### config.mk
export PLATFORM = sky130hd
export DESIGN_NAME = rtc_periodic_alarm_timer
export DESIGN_NICKNAME = d
export VERILOG_FILES = /design/src/sv/rpat_pkg.sv /design/src/sv/rtc_periodic_alarm_timer.sv /design/src/sv/rpat_core.sv
export SDC_FILE = /design/constraint.sdc
export NUM_CORES = 1
export LEC_CHECK = 0
export BUFFER_PORTS_ARGS = -buffer_cell sky130_fd_sc_hd__clkbuf_2
export CORE_MARGIN = 1.5
export CORE_UTILIZATION = 30
export DETAILED_ROUTE_END_ITERATION = 10
export PLACE_DENSITY = 0.48
export SETUP_SLACK_MARGIN = 0.3
export SLEW_MARGIN = 25
export SYNTH_ARGS = -nofsm -noshare
export SYNTH_HDL_FRONTEND = slang
export SYNTH_SLANG_ARGS = --single-unit
### constraint.sdc
create_clock -name clk -period 8.85 [get_ports clk]
set_clock_uncertainty 0.1 [all_clocks]
set_input_delay 1.77 -clock clk [delete_from_list [all_inputs] [get_ports clk]]
set_output_delay 1.77 -clock clk [all_outputs]
set_load 0.005 [all_outputs]
### src/sv/rpat_pkg.sv
// Shared types, codes and helper functions of the periodic alarm timer.
package rpat_pkg;

    localparam int TICKS_W    = 24;
    localparam int PERIOD_W   = 41;
    localparam int CFG_IDX_W  = 2;

    localparam logic [TICKS_W-1:0] TICKS_RESET = 24'd218750;

    // Request codes
    localparam logic [1:0] REQ_TICK  = 2'd0;
    localparam logic [1:0] REQ_CTRL  = 2'd1;
    localparam logic [1:0] REQ_TIME  = 2'd2;
    localparam logic [1:0] REQ_READ  = 2'd3;

    // Alarm register indexes
    localparam logic [1:0] IDX_SECOND = 2'd0;
    localparam logic [1:0] IDX_MINUTE = 2'd1;
    localparam logic [1:0] IDX_HOUR   = 2'd2;

    // Configuration register indexes
    localparam logic [CFG_IDX_W-1:0] CFG_TICKS  = 2'd0;
    localparam logic [CFG_IDX_W-1:0] CFG_INVERT = 2'd1;
    localparam logic [CFG_IDX_W-1:0] CFG_IRQ_EN = 2'd2;

    // Status codes and control bits
    localparam logic [7:0] STATUS_PERIOD = 8'h40;
    localparam logic [7:0] STATUS_ALARM  = 8'h80;
    localparam int CTRL_ALARM_BIT = 3;
    localparam int CTRL_COUNT_BIT = 2;

    // Period setting codes: off, shifted tick rate and multiplied periods
    localparam logic [3:0] SET_OFF    = 4'd0;
    localparam logic [3:0] SET_SHIFT  = 4'd12;
    localparam logic [3:0] SET_MINUTE = 4'd13;
    localparam logic [3:0] SET_HOUR   = 4'd14;

    typedef struct packed {
        logic [1:0] req_type;
        logic [1:0] reg_index;
        logic [7:0] write_data;
        logic [4:0] now_hour;
        logic [5:0] now_minute;
        logic [5:0] now_second;
    } req_word_t;

    typedef struct packed {
        logic [7:0] read_data;
        logic       flag_level;
        logic       irq_request;
    } rsp_word_t;

    typedef struct packed {
        logic [TICKS_W-1:0] ticks_per_second;
        logic               flag_invert;
        logic               irq_enable;
    } cfg_t;

    // Reload value of the periodic counter for a control setting
    function automatic logic [PERIOD_W-1:0] period_for(
        input logic [3:0]         setting,
        input logic [TICKS_W-1:0] tps
    );
        logic [PERIOD_W-1:0] t;
        logic [PERIOD_W-1:0] p;
        begin
            t = {{(PERIOD_W-TICKS_W){1'b0}}, tps};
            if (setting == SET_OFF)
                p = '0;
            else if (setting <= SET_SHIFT)
                p = t >> (SET_SHIFT - setting);
            else if (setting == SET_MINUTE)
                p = t * 41'd60;
            else if (setting == SET_HOUR)
                p = t * 41'd3600;
            else
                p = t * 41'd86400;
            return p;
        end
    endfunction

    // Two BCD digits to binary, no digit check, kept to 8 bits
    function automatic logic [7:0] bcd_to_bin(input logic [7:0] v);
        logic [7:0] hi;
        begin
            hi = {4'd0, v[7:4]};
            return 8'((hi << 3) + (hi << 1) + {4'd0, v[3:0]});
        end
    endfunction

endpackage

### src/sv/rtc_periodic_alarm_timer.sv
// Top level of the real-time clock periodic interrupt and alarm timer.
//
// Request channel (req_valid / req_stall / req_word): each word is a tick,
// a control write, an alarm time write (BCD) or a status read. A word is
// taken when req_valid is high and req_stall is low.
// Response channel (rsp_valid / rsp_stall / rsp_word): exactly one word per
// request, in order, carrying the status byte on a read (zero otherwise),
// the flag line after optional inversion and the interrupt request level.
// Configuration channel (cfg_valid / cfg_ready / cfg_index / cfg_data):
// index 0 ticks per second, 1 flag inversion, 2 interrupt enable. Always
// ready; write only while no request is in flight.
// Path: input register, then timer update into the response register, which
// holds the word while rsp_stall is high. Throughput: one word per cycle
// while rsp_stall is low; the timer update is a single decrement and compare
// per counter, plus the period multiply on control writes.
// Reset: counters, status and alarm registers clear, the flag is released,
// the half-second counter loads half the reset tick rate, and both
// channels come up empty.
// Stall: while rsp_stall holds a response, the input register keeps one
// word and then req_stall rises; nothing is dropped or repeated.
module rtc_periodic_alarm_timer
    import rpat_pkg::*;
(
    input  logic                 clk,
    input  logic                 rst_n,
    input  logic                 req_valid,
    output logic                 req_stall,
    input  req_word_t            req_word,
    output logic                 rsp_valid,
    input  logic                 rsp_stall,
    output rsp_word_t            rsp_word,
    input  logic                 cfg_valid,
    output logic                 cfg_ready,
    input  logic [CFG_IDX_W-1:0] cfg_index,
    input  logic [TICKS_W-1:0]   cfg_data
);

    cfg_t      cfg_reg;
    logic      in_vld_reg, in_vld_next;
    req_word_t in_word_reg;
    logic      out_vld_reg, out_vld_next;
    rsp_word_t out_word_reg;
    rsp_word_t rsp_next;
    logic      advance;
    logic      take;

    // Advance the held word into the response register when that is free
    assign advance   = in_vld_reg && (!out_vld_reg || !rsp_stall);
    assign req_stall = in_vld_reg && !advance;
    assign take      = req_valid && !req_stall;
    assign cfg_ready = 1'b1;

    assign in_vld_next  = take || (in_vld_reg && !advance);
    assign out_vld_next = advance || (out_vld_reg && rsp_stall);

    assign rsp_valid = out_vld_reg;
    assign rsp_word  = out_word_reg;

    rpat_core u_core (
        .clk      (clk),
        .rst_n    (rst_n),
        .advance  (advance),
        .req      (in_word_reg),
        .cfg      (cfg_reg),
        .rsp_next (rsp_next)
    );

    // Configuration registers; an unknown index is dropped
    always_ff @(posedge clk or negedge rst_n)
    begin
        if (!rst_n)
        begin
            cfg_reg.ticks_per_second <= TICKS_RESET;
            cfg_reg.flag_invert      <= 1'b0;
            cfg_reg.irq_enable       <= 1'b0;
        end
        else if (cfg_valid && cfg_ready)
        begin
            case (cfg_index)
                CFG_TICKS:  cfg_reg.ticks_per_second <= cfg_data;
                CFG_INVERT: cfg_reg.flag_invert      <= cfg_data[0];
                CFG_IRQ_EN: cfg_reg.irq_enable       <= cfg_data[0];
                default:    ;
            endcase
        end
    end

    always_ff @(posedge clk or negedge rst_n)
    begin
        if (!rst_n)
        begin
            in_vld_reg  <= 1'b0;
            out_vld_reg <= 1'b0;
        end
        else
        begin
            in_vld_reg  <= in_vld_next;
            out_vld_reg <= out_vld_next;
        end
    end

    // Payload registers: hold while stalled
    always_ff @(posedge clk)
    begin
        if (take)
            in_word_reg <= req_word;
        if (advance)
            out_word_reg <= rsp_next;
    end

endmodule

### src/sv/rpat_core.sv
// Timer state and per-word update of the periodic alarm timer.
module rpat_core
    import rpat_pkg::*;
(
    input  logic      clk,
    input  logic      rst_n,
    input  logic      advance,
    input  req_word_t req,
    input  cfg_t      cfg,
    output rsp_word_t rsp_next
);

    logic [7:0]          ctrl_reg,   ctrl_next;
    logic [7:0]          status_reg, status_next;
    logic                flag_reg,   flag_next;
    logic                irq_reg,    irq_next;
    logic [PERIOD_W-1:0] reload_reg, reload_next;
    logic [PERIOD_W-1:0] count_reg,  count_next;
    logic [TICKS_W-1:0]  alarm_cnt_reg, alarm_cnt_next;
    logic [7:0]          alm_sec_reg, alm_sec_next;
    logic [7:0]          alm_min_reg, alm_min_next;
    logic [7:0]          alm_hour_reg, alm_hour_next;
    logic [PERIOD_W-1:0] new_reload;
    logic [7:0]          bcd_val;
    logic                time_match;

    assign new_reload = period_for(req.write_data[7:4], cfg.ticks_per_second);
    assign bcd_val    = bcd_to_bin(req.write_data);
    assign time_match = ({3'd0, req.now_hour}   == alm_hour_reg)
                     && ({2'd0, req.now_minute} == alm_min_reg)
                     && ({2'd0, req.now_second} == alm_sec_reg);

    always_comb
    begin
        ctrl_next      = ctrl_reg;
        status_next    = status_reg;
        flag_next      = flag_reg;
        irq_next       = irq_reg;
        reload_next    = reload_reg;
        count_next     = count_reg;
        alarm_cnt_next = alarm_cnt_reg;
        alm_sec_next   = alm_sec_reg;
        alm_min_next   = alm_min_reg;
        alm_hour_next  = alm_hour_reg;
        rsp_next.read_data = 8'd0;
        case (req.req_type)
            REQ_TICK:
            begin
                // period first, so an alarm in the same tick wins the status
                if (count_reg != '0)
                begin
                    if (count_reg == PERIOD_W'(1))
                    begin
                        count_next  = reload_reg;
                        status_next = STATUS_PERIOD;
                        flag_next   = 1'b0;
                        if (cfg.irq_enable)
                            irq_next = 1'b1;
                    end
                    else
                    begin
                        count_next = count_reg - PERIOD_W'(1);
                    end
                end
                if (alarm_cnt_reg != '0 && ctrl_reg[CTRL_ALARM_BIT])
                begin
                    if (alarm_cnt_reg == TICKS_W'(1))
                    begin
                        alarm_cnt_next = cfg.ticks_per_second >> 1;
                        if (time_match)
                        begin
                            status_next = STATUS_ALARM;
                            flag_next   = 1'b0;
                            if (cfg.irq_enable)
                                irq_next = 1'b1;
                        end
                    end
                    else
                    begin
                        alarm_cnt_next = alarm_cnt_reg - TICKS_W'(1);
                    end
                end
            end
            REQ_CTRL:
            begin
                ctrl_next   = req.write_data;
                status_next = 8'd0;
                flag_next   = 1'b1;
                irq_next    = 1'b0;
                reload_next = new_reload;
                count_next  = req.write_data[CTRL_COUNT_BIT] ? new_reload : '0;
            end
            REQ_TIME:
            begin
                if (ctrl_reg[CTRL_ALARM_BIT])
                begin
                    case (req.reg_index)
                        IDX_SECOND: alm_sec_next  = bcd_val;
                        IDX_MINUTE: alm_min_next  = bcd_val;
                        IDX_HOUR:   alm_hour_next = bcd_val;
                        default:    ;
                    endcase
                end
            end
            REQ_READ:
            begin
                rsp_next.read_data = status_reg;
            end
            default: ;
        endcase
        rsp_next.flag_level  = flag_next ^ cfg.flag_invert;
        rsp_next.irq_request = irq_next;
    end

    always_ff @(posedge clk or negedge rst_n)
    begin
        if (!rst_n)
        begin
            ctrl_reg      <= 8'd0;
            status_reg    <= 8'd0;
            flag_reg      <= 1'b1;
            irq_reg       <= 1'b0;
            reload_reg    <= '0;
            count_reg     <= '0;
            alarm_cnt_reg <= TICKS_RESET >> 1;
            alm_sec_reg   <= 8'd0;
            alm_min_reg   <= 8'd0;
            alm_hour_reg  <= 8'd0;
        end
        else if (advance)
        begin
            ctrl_reg      <= ctrl_next;
            status_reg    <= status_next;
            flag_reg      <= flag_next;
            irq_reg       <= irq_next;
            reload_reg    <= reload_next;
            count_reg     <= count_next;
            alarm_cnt_reg <= alarm_cnt_next;
            alm_sec_reg   <= alm_sec_next;
            alm_min_reg   <= alm_min_next;
            alm_hour_reg  <= alm_hour_next;
        end
    end

endmodule

==> qor.yml <==
drt:
  drt-pass1-iter-count: 5
  drtIter0Drc: 1332
  dr_total_vias: 17800
  routed_wl_um: 70000
  route.detailed.vias_per_inst: 5.27
  route.detailed.drc: 0
  routedWlPerCell_um: 20.7
  ant_nets: 0
setup_path:
  critPathMaxStageDelay_ns: 0.79
  r2r_end: "u_core.reload_reg[33]"
  worstPathRequired_ns: 9.20
  endpoint_kind: "flop"
  critPathBufInv: 2
  r2r-start: "cfg_reg[13]"
  start_kind: "flop"
  crit_chain: "ha_1 -> fa_1 -> fa_1 -> ha_1 -> inv_1 -> fa_1 -> inv_1 -> ha_1 -> and4_1 -> and4b_1 -> a2111oi_0 -> o211ai_1 -> a41oi_1 -> xor2_1 -> nor2_1 -> a31oi_1 -> o21ai_0"
  rr_worst_depth: 17
  worstSetupPathType: "reg2reg"
  reg2reg_slack_ns: 2.61
  slowest_stage: "dfrtp_1"
  cp_max_fo: 13
  critPathArrivalTime_ns: 6.60
  cpLargestDelayFamily: "adder cells"
layout:
  fin_cells: 3382
  area_growth_pct: 11.4
  final_common_cell: "inv_1"
  final_cell_mix: "inv_1 (260), nand2_1 (253), ha_1 (232)"
  final_layout_size_suffix_gt1_frac: 0.100
  n_fill_cell: 7254
  final_nets: 2838
logic_synthesis:
  synth.distinct_cells: 82
  yosys.area_share.xor_xnor: 0.0491
  yosys_warnings: 0
  ys_ff_latch: 208
  synth_top_family_by_area: "adder cells"
  synth_enable_flop_cells: 39
  async_flop_share: 0.813
  synth_cells: 2377
  yosysTopAreaCellShare: 0.173
  synth_ff_type: "dfrtp_1"
  synthSimpleGateAreaFrac: 0.145
  synthMuxAreaShare: 0.0388
  synth_area_leaders: "dfrtp_1 (17%), ha_1 (14%), fa_1 (11%), edfxtp_1 (5.6%), inv_1 (4.7%)"
  ys_seq_area_frac: 0.260
  syn_avg_cell_area_um2: 8.77
  synthAdderAreaFrac: 0.252
  syn_area_um2: 20900
  synth_top_cell_by_area: "dfrtp_1"
  synth_nets: 2787
  synth_compound_area_frac: 0.190
timing:
  period_needed_ns: 6.24
  hold_viol: 0
  fin_crit_sh: 0.705
  relSlewSlack: 0.298
  setup_tns_ns: 0
  worst_pin_slew_ns: 1.05
  max_clock_freq_mhz: 160
  rsz0062_at_grt: "no"
  setup_violations: 0
  slew_viol_final: 0
hold_path:
  hp-start: "u_core.reload_reg[16]"
  hp-class: "reg2reg"
  hold_path_end: "u_core.reload_reg[16]"
  whs_path_depth: 2
cts:
  clk_pin_slew_ns: 0.06
  post-cts-setup-buffers: 0
  h-tree-depth: 1
  insertion_delay_ns: 0.60
  cts-root-buf: "clkbuf_16"
  cts.repair.resized: 0
  clock_path_buffers: 3
  cts.sinks: 208
  cts_buffers: 28
  cts_hold_buffers: 0
  cts_tree: "built"
grt:
  grt_overflow_total: 0
  gr-usage-all-layers: 0.196
  first_global_vias: 18000
  antenna_found_initial: 1
  grt_first_pass_wirelength_um: 107000
  grt_max_degree: 70
floorplan:
  core-area_um2: 68700
  die-height_um: 267
  dieArea_um2: 71100
  rows: 96
  start_util: 0.304
  num_io_pins: 73
  die_w_um: 267
flow_run:
  drv_cap: 0
placement:
  place_inst: 3329
  portBuffers: 71
  hpwlAfterDp_um: 53800
  gp_congestion: 0.934
outcome:
  outcome: "completed"
## kinds of logic (layout without fill, tap and decap cells)
family | Yosys count | after routing
buf+inv | 343 | 416
mux | 66 | 66
xor+xnor | 117 | 117
simple gates | 652 | 652
fa+ha+maj | 350 | 350
other cells | 1 | 2
flops | 208 | 208
compound gates | 640 | 640
## routing by layer
layer  global-route usage  vias to the layer above  part of all wire
met3               0.0320                       92             0.058
li1                     -                     8423                 -
met1                0.271                     8807              0.46
met5                    0                        -           0.00021
met2                0.312                      489              0.45
met4               0.0593                        2             0.031
## worst reg2reg max path: cells and delay by family (launching register included)
| family | cells | cell delay, ns |
|---|---|---|
| compound gates | 5 | 1.77 |
| xor+xnor | 1 | 0.24 |
| fa+ha+maj | 6 | 2.54 |
| buf+inv | 2 | 0.09 |
| flops | 1 | 0.79 |
| simple gates | 3 | 0.56 |
## final cells by class
class,instances,area [um^2],share of cell area
Clock buffer,34,743,0.0320
Sequential cell,208,5430,0.234
Multi-Input combinational cell,1826,14100,0.607
Clock inverter,18,191,0.00824
Timing Repair Buffer,104,609,0.0262
Antenna cell,1,2.50,0.000108
Inverter,260,976,0.0420
Tap cell,931,1160,0.0501
## through the flow
step	hold WS, ns	setup WS [ns]	util	area, um^2
floorplan	0.341	3.42	-	20900
global placement	0.361	2.63	0.324	22300
detailed placement	0.363	2.66	0.324	22300
CTS	0.379	2.60	0.338	23200
global route	0.392	2.14	0.338	23200
finish	0.376	2.61	0.338	23200
## how the worst max path moves through the flow
stage | endpoint | cells after the start | start | slack (ns)
final | u_core.reload_reg[33] | 17 | cfg_reg[13] | 2.61
after global routing | u_core.reload_reg[33] | 17 | cfg_reg[13] | 2.14
after CTS | u_core.count_reg[35] | 17 | cfg_reg[13] | 2.60
after detailed placement | u_core.count_reg[35] | 17 | cfg_reg[13] | 2.66
after global placement | u_core.reload_reg[33] | 17 | cfg_reg[13] | 2.63
after floorplan | u_core.count_reg[35] | 18 | cfg_reg[13] | 3.42
## Yosys cell counts (all sizes together) (16+ instances only)
| cell | count |
|---|---|
| a21o | 53 |
| inv | 260 |
| or3 | 22 |
| nand2 | 254 |
| dfrtp | 144 |
| a21oi | 192 |
| xor2 | 60 |
| and2 | 21 |
| nor4 | 24 |
| dfstp | 25 |
| o21ai | 175 |
| a31oi | 22 |
| fa | 118 |
| buf | 21 |
| mux2 | 38 |
| nand3 | 35 |
| o211ai | 20 |
| mux2i | 20 |
| ha | 232 |
| o21a | 16 |
| nand2b | 17 |
| a211oi | 39 |
| xnor2 | 57 |
| nor3 | 35 |
| clkbuf | 62 |
| and3 | 27 |
| o22ai | 18 |
| nor2 | 162 |
| o31ai | 17 |
| edfxtp | 39 |
Power is left out: the tool's default activity adds up to more than one toggle a clock period on the data nets, which glitch-free logic cannot reach.
